File: config.mk
export PLATFORM = sky130hd
export DESIGN_NAME = ghsa_ctrl
export DESIGN_NICKNAME = d
export VERILOG_FILES = /design/src/design/ghsa_pkg.sv /design/src/design/ghsa_ctrl.sv
export SDC_FILE = /design/constraint.sdc
export NUM_CORES = 1
export LEC_CHECK = 0
export ABC_AREA = 1
export BUFFER_PORTS_ARGS = -buffer_cell sky130_fd_sc_hd__buf_4
export CAP_MARGIN = 20
export CORE_AREA = 2 2 39 41
export CTS_CLUSTER_SIZE = 10
export DETAILED_ROUTE_END_ITERATION = 10
export DIE_AREA = 0 0 41 43
export HOLD_SLACK_MARGIN = 0.05
export PLACE_DENSITY = 0.57
export SYNTH_ARGS = -nofsm -noshare
export SYNTH_HDL_FRONTEND = slang
export SYNTH_SLANG_ARGS = --single-unit
File: constraint.sdc
create_clock -name clk -period 1.02 [get_ports clk]
set_input_delay 0.102 -clock clk [delete_from_list [all_inputs] [get_ports clk]]
set_output_delay 0.102 -clock clk [all_outputs]
set_load 0.02 [all_outputs]
File: src/design/ghsa_pkg.sv
`default_nettype none

package ghsa_pkg;

    localparam int MAX_SLOTS_DEF = 1024;
    localparam int HANDLE_W      = 32;
    localparam int INDEX_BITS    = 16;
    localparam int GEN_W         = 16;

    localparam logic [GEN_W-1:0] GEN_MAX  = 16'hFFFF;
    localparam logic [GEN_W-1:0] GEN_INIT = 16'd1;

    typedef enum logic [1:0] {
        KIND_ALLOC   = 2'd0,
        KIND_RELEASE = 2'd1,
        KIND_CHECK   = 2'd2,
        KIND_REL_ALL = 2'd3
    } kind_t;

    typedef struct packed {
        kind_t                kind;
        logic [HANDLE_W-1:0]  handle;
    } req_t;

    typedef struct packed {
        logic [HANDLE_W-1:0]  handle_out;
        logic                 ok;
    } res_t;

    typedef struct packed {
        logic                 live;
        logic [GEN_W-1:0]     gen;
    } slot_t;

    // Controller -> datapath
    typedef struct packed {
        logic latch;          // capture request
        logic pop;            // decrement free count, stack read in flight
        logic alloc_new;      // create next never-used slot and emit its handle
        logic rd_handle;      // read slot named by the request handle
        logic rd_stack;       // read slot named by popped stack entry
        logic alloc_pop;      // mark popped slot live and emit its handle
        logic free_on_match;  // free the slot if the handle matched
        logic walk_clear;     // restart release-all walk at slot zero
        logic walk_rd;        // read slot at walk index
        logic walk_ev;        // free walked slot if live, advance walk
        logic emit_fail;      // result: ok 0
        logic emit_ok;        // result: ok 1
        logic emit_check;     // result: ok = handle match
    } cmd_t;

    // Datapath -> controller
    typedef struct packed {
        kind_t kind;
        logic  engine_ready;
        logic  free_nonzero;
        logic  can_create;
        logic  handle_valid;
        logic  walk_more;
    } stat_t;

    function automatic logic [GEN_W-1:0] gen_bump(input logic [GEN_W-1:0] g);
        return (g == GEN_MAX) ? GEN_INIT : g + GEN_INIT;
    endfunction

endpackage

`default_nettype wire

File: src/design/ghsa_ctrl.sv
`default_nettype none

module ghsa_ctrl (
    input  wire logic            clk,
    input  wire logic            rst_n,
    input  wire logic            start,
    input  wire ghsa_pkg::stat_t stat,
    output ghsa_pkg::cmd_t       cmd,
    output logic                 busy
);

    import ghsa_pkg::*;

    typedef enum logic [2:0] {
        S_IDLE,
        S_DECODE,
        S_POP_WAIT,
        S_ALLOC_EV,
        S_CHK_EV,
        S_WALK_RD,
        S_WALK_EV
    } state_t;

    state_t state_reg, state_next;

    always_comb
    begin
        cmd        = '0;
        state_next = state_reg;
        unique case (state_reg)
            S_IDLE:
            begin
                if (start)
                begin
                    cmd.latch  = 1'b1;
                    state_next = S_DECODE;
                end
            end
            S_DECODE:
            begin
                state_next = S_IDLE;
                unique case (stat.kind)
                    KIND_ALLOC:
                    begin
                        priority if (!stat.engine_ready)
                            cmd.emit_fail = 1'b1;
                        else if (stat.free_nonzero)
                        begin
                            cmd.pop    = 1'b1;
                            state_next = S_POP_WAIT;
                        end
                        else if (stat.can_create)
                            cmd.alloc_new = 1'b1;
                        else
                            cmd.emit_fail = 1'b1;
                    end
                    KIND_RELEASE, KIND_CHECK:
                    begin
                        if (stat.handle_valid)
                        begin
                            cmd.rd_handle = 1'b1;
                            state_next    = S_CHK_EV;
                        end
                        else
                            cmd.emit_fail = 1'b1;
                    end
                    KIND_REL_ALL:
                    begin
                        cmd.walk_clear = 1'b1;
                        state_next     = S_WALK_RD;
                    end
                    default:
                        cmd.emit_fail = 1'b1;
                endcase
            end
            S_POP_WAIT:
            begin
                cmd.rd_stack = 1'b1;
                state_next   = S_ALLOC_EV;
            end
            S_ALLOC_EV:
            begin
                cmd.alloc_pop = 1'b1;
                state_next    = S_IDLE;
            end
            S_CHK_EV:
            begin
                cmd.emit_check    = 1'b1;
                cmd.free_on_match = (stat.kind == KIND_RELEASE);
                state_next        = S_IDLE;
            end
            S_WALK_RD:
            begin
                if (stat.walk_more)
                begin
                    cmd.walk_rd = 1'b1;
                    state_next  = S_WALK_EV;
                end
                else
                begin
                    cmd.emit_ok = 1'b1;
                    state_next  = S_IDLE;
                end
            end
            S_WALK_EV:
            begin
                cmd.walk_ev = 1'b1;
                state_next  = S_WALK_RD;
            end
            default:
                state_next = S_IDLE;
        endcase
    end

    always_ff @(posedge clk or negedge rst_n)
    begin
        if (!rst_n)
            state_reg <= S_IDLE;
        else
            state_reg <= state_next;
    end

    assign busy = (state_reg != S_IDLE);

endmodule

`default_nettype wire

# [After elaboration in Yosys (flattened, before gate mapping)]
# Cells that the tools add are included.
[totals] regBits=3 in_bits=10 out_inout_bits=14
[classes] eq_ne=10 mux=34 n_reduce_logical=4
[ops] operator="$mux 1" n=23
[ops] operator="$pmux 3 s5" n=1
[ops] operator="$mux 3" n=4
[ops] operator="$eq 3x3->1 const B" n=3
[ops] operator="$pmux 3 s3" n=1
[ops] operator="$mux 2" n=4
[ops] operator="$eq 3x2->1 const B" n=2
[ops] operator="$eq 2x2->1 const B" n=2
[ops] operator="$eq 3x1->1 const B" n=1
[ops] operator="$logic_not 3->1" n=1
[ops] operator="$reduce_bool 3->1" n=1
[ops] operator="$eq 2x1->1 const B" n=1
[ops] operator="$logic_not 2->1" n=1
[ops] operator="$ne 2x2->1 const B" n=1
[ops] operator="$pmux 1 s2" n=1
[ops] operator="$reduce_or 2->1" n=1

# [Depth between registers and ports, before layout]
# Gate-level depths: netlist of the first run.
[logic_depth] depth_word=5 ltp_mapped=6 depth_no_buf=6

# [Worst setup path before layout of the first run]
# No wires, ideal clock.
[synth_path] kind="register to output" startpoint="reg state_reg[2]" endpoint="out cmd[6] (netlist bit)" t_arrival_ns=1.091 setup_slack_ns=-0.173 path_stages_with_launch=4 path_cell_list="dfrtp_1 -> inv_2 -> nor3_2 -> and2_1"
[synth_rtl] element="start: declaration" line_no="ghsa_ctrl.sv:24" rtl="state_t state_reg, state_next;"
[synth_rtl] element="start signal: assignment" line_no="ghsa_ctrl.sv:120" rtl="state_reg <= state_next;"
[synth_rtl] element="end: declaration" line_no="ghsa_ctrl.sv:8" rtl="output ghsa_pkg::cmd_t cmd,"

==> out/qor.yml, run 1 <==
tightestPinTransition_ns: 0.1502
dr_total_vias: 501
fin_ws_ns: -0.3223
antenna_found_initial: 0
start_util_pct: 25.50
clkTransAtPathRegs_ns: 0.04
clock_path_buffers: 2
drt_drc_violations_left: 0
std_cell_rows: 14
worst_skew_pair.late_latency_ns: 0.24
worst_setup_path_start_kind: "register"
endpoint_kind: "output pin"
synth_cell_type_count: 17
initialDrtViolationCount: 11
nFillCells: 137
syn_to_final_growth_pct: 130.9
crit_family: "flip-flops"
drt-total-wl_um: 1095
diodes: 0
yosysTopAreaCellShare_pct: 21.28
synth_area_leaders: "dfrtp_1, ha_1, inv_1, nand2_1, nor2_1"
firstDrtPassIters: 4
ys_seq_area_share_pct: 21.28
hold_ws_ns: 0.1363
drv_slew: 0
synth_edf_count: 0
slowest_delay_ns: 0.38
via_per_inst: 4.395
synth.avg_cell_area_um2: 6.190
htree_levels: 1
period_share_pct: 131.6
synthCells: 57
cp_num_buf_inv: 2
path_cells: "inv_2 -> nand2_2 -> nor2_4 -> nand2_2 -> a21oi_4 -> buf_6"
gp_congestion: 0.8026
rrSetupSlack_ns: -0.06
cts-buffers-inserted: 3
rr_endpoint: "state_reg[2]$_DFFE_PN0P_"
syn_area_um2: 352.8
multi_input_area_um2: 307.8
leakagePower_nw: 0.4460
finClkSkew_ns: 0.002709
setup.worst_path.end: "cmd[2]"
maxCapViolCount: 0
layout-drive-gt1-share_pct: 61.22
cts_tree: "done"
grt_usage_pct: 14.52
violations: "negative setup slack"
largest_register_ffs: 3
run_status: "finished with violations"
path_common_cell: "nand2_2"
ys_ff_latch: 3
grt_max_degree: 7
synth.top_cells.by_count: "inv_1, nand2_1, nor2_1, ha_1"
hp-class: "input port to register"
seqCellArea_um2: 77.57
async_reset_ff_share_pct: 100.0
fmax_mhz: 745.0
cp.arrival_ns: 1.24
period_needed_ns: 1.342
crit_path_max_fanout: 3
syn-num-nets: 71
grt_first_pass_wirelength_um: 1745
cts-root-buf: "clkbuf_4"
hp-start: "start"
wl_per_cell_um: 9.605
ys_warn_count: 0
ys.flop_type: "dfrtp_1"
cp.depth: 6
dieArea_mm2: 0.001763
p_per_area_mw_per_mm2: 2395
ir_drop_mv: 0.8771
rsz0062_at_grt: "true"
slew_headroom_pct: 89.96
setup_viol: 17
drt.antenna.violating_nets: 0
port_buffers: 23
place_area_um2: 676.9
r2r-start: "state_reg[0]$_DFFE_PN0P_"
r2r_cells: 6
gr-total-overflow: 0
dieHeight_um: 43
critPathSlowestCell: "dfrtp_1"
final_nets: 113
yosys.area.top_type: "dfrtp_1"
coreArea_mm2: 0.001384
stdcell_area_um2: 814.5
die_x_um: 41
dp_hpwl_um: 786.8
critPathLaunch: "state_reg[1]$_DFFE_PN0P_"
clkSinkCount: 3
first_global_vias: 464
hold_viol_final: 0
io_pins: 24
critPathRequiredTime_ns: 0.92
crit_type: "register to output pin"
==> logic make-up after synthesis <==
group                      count (synthesis)  synth area share [%]
and+or+nand+nor                           32                 42.91
adders and majority gates                  4                 14.18
buffers and inverters                     14                 14.89
AOI/OAI and AO/OA                          4                 6.737
DFF                                        3                 21.28
==> repair_timing <==
action / in CTS / in global routing
gates cloned: 0 / 0
gates resized for setup: 9 / 13
buffers inserted: 2 / 1
hold buffers: 1 / 0
hold endpoints to repair: 3 / 0
endpoints found under the setup margin: 16 / 17
pin swaps: 2 / 5
==> placed cells by master, fill, tap and decap left out, drive strengths merged <==
master       synthesis  final
dlygate4sd3          0      1
dfrtp                3      3
inv                 14     14
a21oi                3      3
and2                 1      1
clkbuf               0      4
buf                  0     36
nor3                 3      3
o21ai                1      1
nand2               13     13
ha                   4      4
nand3                4      4
nand4                2      2
nor2                 9      9
==> tightest hold or removal path, cell delays in order <==
cell and delay, ns:
buf_4 0.09, nor2_2 0.03, a21oi_1 0.11
==> per-layer routing <==
| metal | share of wire (%) | track usage, % |
|---|---|---|
| met1 | 40 | 17.92 |
| met2 | 52 | 22.19 |
| met3 | 5.3 | 3.141 |
| met4 | 2.3 | 8.000 |
| met5 | 0 | 0 |
==> report_power, final <==
part / switching (mW) / internal, mW / total [mW]
logic: 0.767 / 0.702 / 1.47
registers: 0.0871 / 0.181 / 0.268
clock network: 0.0664 / 0.147 / 0.213
total: 0.920 / 1.03 / 1.95
==> final cells by class <==
type	instances	share of cell area (%)
flip-flops and latches	3	9.524
inverters	14	6.452
multi-input cells	40	37.79
repair buffers	37	40.55
well taps	16	2.458
clock buffers	4	3.226
==> stage by stage <==
step	worst slack [ns]	std cells	setup TNS [ns]	utilization [%]	power, mW
5_1_grt	-0.3928	114	-4.930	58.86	2.095
2_1_floorplan	-0.1077	57	-0.4132	-	0.8757
6_report	-0.3223	114	-3.849	58.86	1.950
3_3_place_gp	-0.1040	106	-0.7392	48.92	1.404
4_1_cts	-0.3198	113	-3.739	55.33	1.787
3_5_place_dp	-0.1228	106	-0.7841	48.92	1.400
==> how the worst min path moves through the flow <==
stage,end,slack (ns),cells after the start
CTS,state_reg[0]$_DFFE_PN0P_,0.14,3
global route,state_reg[0]$_DFFE_PN0P_,0.15,3
floorplan,state_reg[0]$_DFFE_PN0P_,-0.19,0
finish,state_reg[0]$_DFFE_PN0P_,0.14,3
detailed placement,state_reg[2]$_DFFE_PN0P_,-0.11,1
global placement,state_reg[2]$_DFFE_PN0P_,-0.11,1
(Power assumes the default switching activity.)
==> run 2: changes to the inputs <==
--- a/config.mk
+++ b/config.mk
@@ -15,3 +15,3 @@
 export HOLD_SLACK_MARGIN = 0.05
-export PLACE_DENSITY = 0.57
+export PLACE_DENSITY = 0.66
 export SYNTH_ARGS = -nofsm -noshare
--- a/constraint.sdc
+++ b/constraint.sdc
@@ -3,2 +3,2 @@
 set_output_delay 0.102 -clock clk [all_outputs]
-set_load 0.02 [all_outputs]
+set_load 0.1 [all_outputs]
==> run 2 against run 1 <==
  * Setup slack worse by 0.14 ns
  * Non-clock buffer count up 8
  * Largest cell class unchanged
  * Count of clock-buffer cells in the layout unchanged
  * Sequential power about the same
  * Cell count up 7.0%
  * Global-route usage up 5.7 points
  * Total power up 82%
  * The run still ends with negative setup slack left
==> out/qor.yml, run 2 (synthesis results as in run 1) <==
run_status: "finished with violations"
violations: "negative setup slack"
io_pins: 24  # unchanged
endpoint_kind: "output pin"
via_per_inst: 4.541  # +3.3%
largest_register_ffs: 3  # unchanged
final_common_cell: "buf_4"
worst_skew_pair.late_latency_ns: 0.25  # about the same
cts_tree: "done"
stdcell_area_mm2: 0.001099  # +35%
dp.cells: 113  # +6.6%
period_needed_ns: 1.481  # +0.1390 ns
most-common-layout-cells: "buf_4, buf_12, buf_6, nand2_1"
path_cells: "inv_2 -> nand2_4 -> nor2_4 -> nand2_2 -> a21oi_4 -> buf_12"
setup_viol: 17  # unchanged
first_global_vias: 554  # +19%
cp.arrival_ns: 1.38  # +0.14 ns
initialDrtViolationCount: 5  # -6
period_share_pct: 145.2  # +14 points
slowest_delay_ns: 0.39  # about the same
coreArea_mm2: 0.001384  # unchanged
tns_ns: -6.076  # -2.226 ns
antenna_found_initial: 0  # unchanged
seqCellArea_um2: 77.57  # unchanged
crit_path_max_fanout: 3  # unchanged
fmax_mhz: 675.1  # -9.4%
diodes: 0  # unchanged
drt_drc_violations_left: 0  # unchanged
worst_setup_path_start_kind: "register"
clkTransAtPathRegs_ns: 0.05  # about the same
grt_first_pass_wirelength_um: 2352  # +35%
firstDrtPassIters: 4  # unchanged
gr-total-overflow: 0  # unchanged
critPathRequiredTime_ns: 0.92  # about the same
critPathSlowestCell: "dfrtp_1"
nFillCells: 87  # -36%
std_cell_rows: 14  # unchanged
dieHeight_um: 43  # unchanged
fin_ws_ns: -0.4613  # -0.1390 ns
slew_headroom_pct: 83.77  # -6.2 points
port_buffers: 23  # unchanged
power.total_mw: 3.542  # +82%
start_util_pct: 25.50  # unchanged
finClkSkew_ns: 0.009994  # +0.007285 ns
layout-drive-gt1-share_pct: 74.53  # +13 points
grt_max_degree: 8  # +1
final_nets: 121  # +7.1%
drt.antenna.violating_nets: 0  # unchanged
tightestPinTransition_ns: 0.2408  # +0.09067 ns
p_per_area_mw_per_mm2: 3224  # +35%
htree_levels: 1  # unchanged
maxCapViolCount: 0  # unchanged
dp_hpwl_um: 870.8  # +11%
syn_to_final_growth_pct: 211.3
rsz0062_at_grt: "true"
multi_input_area_um2: 347.8  # +13%
ir_drop_mv: 1.695  # +93%
place_area_um2: 749.5  # +11%
layout.cells.non_filler: 122  # +7.0%
cts-root-buf: "clkbuf_4"
hold_viol_final: 0  # unchanged
hp-class: "input port to register"
drt-total-wl_um: 1565  # +43%
cts-buffers-inserted: 3  # unchanged
drv_slew: 0  # unchanged
leakagePower_nw: 0.4975  # +12%
clock_path_buffers: 2  # unchanged
gp_congestion: 0.6639  # -17%
crit_type: "register to output pin"
dr_total_vias: 554  # +11%
wl_per_cell_um: 12.83  # +34%
dieArea_mm2: 0.001763  # unchanged
die_x_um: 41  # unchanged
clkSinkCount: 3  # unchanged
grt_usage_pct: 20.22  # +5.7 points
run 2: changes by cell type in the layout (fill, tap and decap cells not counted), moves of 3 or more:
cell,previous run,this run
nand2_1,11,7
nand2_2,2,5
buf_12,1,14
inv_1,11,6
buf_4,25,21
clkinvlp_4,0,4
run 2: per-stage QoR:
stage | utilization [%] | worst slack, ns | hold WS (ns)
floorplan | - | -0.9032 | -0.1936
global placement | 54.16 | -0.2541 | -0.1064
detailed placement | 54.16 | -0.2478 | -0.1045
CTS | 75.14 | -0.3918 | 0.1512
global route | 79.39 | -0.5190 | 0.1788
finish | 79.39 | -0.4613 | 0.1686
run 2: worst paths after layout:
| check | to | depth (start not counted) | startpoint | slack (ns) |
|---|---|---|---|---|
| worst min-delay path | state_reg[0]$_DFFE_PN0P_ | 3 | start | 0.17 |
| max in group asynchronous | state_reg[2]$_DFFE_PN0P_ | 2 | rst_n | 0.70 |
| worst max-delay path | cmd[2] | 6 | state_reg[1]$_DFFE_PN0P_ | -0.46 |
| worst min register to register | state_reg[2]$_DFFE_PN0P_ | 4 | state_reg[2]$_DFFE_PN0P_ | 0.70 |
| worst max register to register | state_reg[2]$_DFFE_PN0P_ | 7 | state_reg[1]$_DFFE_PN0P_ | -0.18 |
| min in group asynchronous | state_reg[1]$_DFFE_PN0P_ | 2 | rst_n | 0.19 |
run 2: cell type report:
type	count	area share, %
timing repair buffer	45	50.00
tap	16	1.822
clock buffer	4	2.392
inverter	14	7.062
sequential	3	7.062
multi-input combinational	40	31.66
run 2: timing repair:
action | 4_1_cts | 5_1_grt
endpoints found under the hold margin | 3 | 0
hold buffers | 1 | 0
resized for setup | 57 | 16
endpoints found under the setup margin | 17 | 17
pin swaps | 9 | 8
setup buffers | 3 | 2
run 2: metal layers:
layer / GRT usage (%) / part of all wire [%]
met4: 8.000 / 2.0
met5: 0 / 0
met3: 4.188 / 4.7
met1: 22.33 / 38
met2: 35.00 / 55
run 2: power breakdown:
part	switching, mW	internal, mW
clock	0.0807	0.148
combinational	1.83	1.21
sequential	0.0845	0.181
run 2: worst max-delay path: cells and delay by family (launching register included):
kind | cells | cell delay, ns
and+or+nand+nor | 3 | 0.30
DFF | 1 | 0.39
buffers and inverters | 2 | 0.29
AOI/OAI and AO/OA | 1 | 0.13
==> run 3: changes to the inputs <==
==> constraint.sdc (replaced) <==
create_clock -name clk -period 1.02 [get_ports clk]
set_input_delay 0.204 -clock clk [delete_from_list [all_inputs] [get_ports clk]]
set_output_delay 0.204 -clock clk [all_outputs]
set_load 0.1 [all_outputs]
==> run 3 against run 2 <==
  * The run still ends with negative setup slack left
  * Largest power group unchanged
  * Non-clock buffer count increased by 2
  * Cell count rose by 1.6%
  * Largest cell class unchanged
  * Total power down 1.2%
  * Register-to-register slack barely moved
  * Wire length is 0.64% higher
  * Count of clock-buffer cells in the layout stayed put
  * First-iteration DRC count unchanged
  * Via count rose by 2.9%
  * Flip-flop and latch count unchanged
  * Sequential power decreased by 5%
  * Clock skew is 0.00075 ns higher
  * Global-route usage shrank 0.50 points
==> out/qor.yml, run 3 (synthesis results as in run 1) <==
first_global_vias: 578  # +4.3%
period_share_pct: 153.6  # +8.4 points
std_cell_rows: 14  # unchanged
slew_headroom_pct: 87.63  # +3.9 points
htree_levels: 1  # unchanged
dp.cells: 113  # unchanged
wl_per_cell_um: 12.70  # -0.98%
crit_type: "register to output pin"
r2r_cells: 7  # unchanged
clkTransAtPathRegs_ns: 0.05  # about the same
fin_ws_ns: -0.5469  # -0.08561 ns
finClkSkew_ns: 0.01074  # +0.0007492 ns
layout.cells.non_filler: 124  # +1.6%
cts-root-buf: "clkbuf_4"
firstDrtPassIters: 6  # +2
rrSetupSlack_ns: -0.17  # about the same
nFillCells: 88  # +1.1%
critPathLaunch: "state_reg[1]$_DFFE_PN0P_"
grt_max_degree: 8  # unchanged
syn_to_final_growth_pct: 213.1
worst_skew_pair.late_latency_ns: 0.25  # about the same
holdPathEnd: "state_reg[0]$_DFFE_PN0P_"
dp_hpwl_um: 881.4  # +1.2%
gr-total-overflow: 0  # unchanged
period_needed_ns: 1.567  # +0.08561 ns
final_common_cell: "buf_4"
clkSinkCount: 3  # unchanged
ir_drop_mv: 1.734  # +2.3%
antenna_found_initial: 0  # unchanged
rr_endpoint: "state_reg[2]$_DFFE_PN0P_"
hold_viol_final: 0  # unchanged
final_nets: 123  # +1.7%
most-common-layout-cells: "buf_4, buf_12, nand2_1"
r2r-start: "state_reg[1]$_DFFE_PN0P_"
diodes: 0  # unchanged
port_buffers: 23  # unchanged
rsz0062_at_grt: "true"
drv_slew: 0  # unchanged
cp.arrival_ns: 1.36  # -0.02 ns
hold_depth: 3  # unchanged
dr_total_vias: 570  # +2.9%
cts-buffers-inserted: 3  # unchanged
drt.antenna.violating_nets: 0  # unchanged
start_util_pct: 25.50  # unchanged
die_x_um: 41  # unchanged
clock_path_buffers: 2  # unchanged
hp-start: "start"
setup_viol: 17  # unchanged
dieArea_mm2: 0.001763  # unchanged
cts_tree: "done"
drt_drc_violations_left: 0  # unchanged
critPathRequiredTime_ns: 0.82  # -0.10 ns
worst_setup_path_start_kind: "register"
crit_path_max_fanout: 3  # unchanged
fmax_mhz: 638.2  # -5.5%
grt_usage_pct: 19.72  # -0.50 points
dieHeight_um: 43  # unchanged
grt_first_pass_wirelength_um: 2277  # -3.2%
io_pins: 24  # unchanged
gp_congestion: 0.7005  # +5.5%
hp-class: "input port to register"
largest_register_ffs: 3  # unchanged
layout-drive-gt1-share_pct: 73.15  # -1.4 points
initialDrtViolationCount: 5  # unchanged
endpoint_kind: "output pin"
maxCapViolCount: 0  # unchanged
via_per_inst: 4.597  # +1.2%
finish.utilization_pct: 79.84  # +0.45 points
run_status: "finished with violations"
leakagePower_nw: 0.5191  # +4.3%
tightestPinTransition_ns: 0.1849  # -0.05594 ns
violations: "negative setup slack"
coreArea_mm2: 0.001384  # unchanged
p_per_area_mw_per_mm2: 3167  # -1.8%
drt-total-wl_um: 1575  # +0.64%
[run 3: changes by cell type in the layout (fill, tap and decap cells not counted), moves of 2 or more]
| cell | before | now |
|---|---|---|
| nand2_4 | 1 | 3 |
| buf_4 | 21 | 26 |
| nand2_2 | 5 | 3 |
| buf_6 | 9 | 6 |
[run 3: routing by layer]
layer	vias up	wire length [µm]	track usage (%)
met2	20	898	32.81
met4	0	20	10.00
met5	-	0	0
met3	4	75	6.806
met1	268	581	20.39
li1	278	-	-
[run 3: how the worst max path moves through the flow]
| stage | to | slack, ns |
|---|---|---|
| 2_1_floorplan | cmd[6] | -1.01 |
| 5_1_grt | cmd[2] | -0.61 |
| 6_report | cmd[2] | -0.55 |
| 3_3_place_gp | cmd[11] | -0.37 |
| 4_1_cts | cmd[2] | -0.51 |
| 3_5_place_dp | cmd[11] | -0.39 |
[run 3: what timing repair did]
item | 4_1_cts | 5_1_grt
gates resized for setup | 52 | 17
endpoints found under the setup margin | 17 | 17
buffers inserted | 3 | 3
endpoints found under the hold margin | 3 | 0
hold buffers | 1 | 0
pin swaps | 4 | 12
[run 3: cell type report]
class | count | area (µm²) | share of cell area, %
repair buffers | 47 | 553.0 | 50.06
multi-input cells | 40 | 354.1 | 32.05
flip-flops and latches | 3 | 76.32 | 6.908
inverters | 14 | 75.07 | 6.795
clock buffers | 4 | 26.28 | 2.378
well taps | 16 | 20.02 | 1.812
[run 3: stage by stage]
stage / setup slack, ns / TNS (ns) / hold slack [ns] / area, µm² / total power, mW
global route: -0.6137 / -8.018 / 0.2987 / 1105 / 3.640
global placement: -0.3744 / -4.660 / -0.003642 / 749.5 / 2.319
CTS: -0.5109 / -6.874 / 0.2400 / 1017 / 3.127
floorplan: -1.005 / -8.537 / -0.09159 / 429.2 / 1.711
finish: -0.5469 / -7.307 / 0.2867 / 1105 / 3.499
detailed placement: -0.3891 / -4.817 / -0.003791 / 749.5 / 2.340
[run 3: worst max-delay path, stage by stage, from the launching register on]
cell and delay [ns]:
dfrtp_1 0.39, inv_2 0.10, nand2_4 0.07, nor2_4 0.15
nand2_2 0.08, a21oi_4 0.13, buf_12 0.19
[run 3: power breakdown]
| group | switching, mW | total (mW) | internal, mW |
|---|---|---|---|
| clock | 0.0853 | 0.234 | 0.148 |
| sequential | 0.0740 | 0.252 | 0.178 |
| combinational | 1.81 | 3.01 | 1.20 |
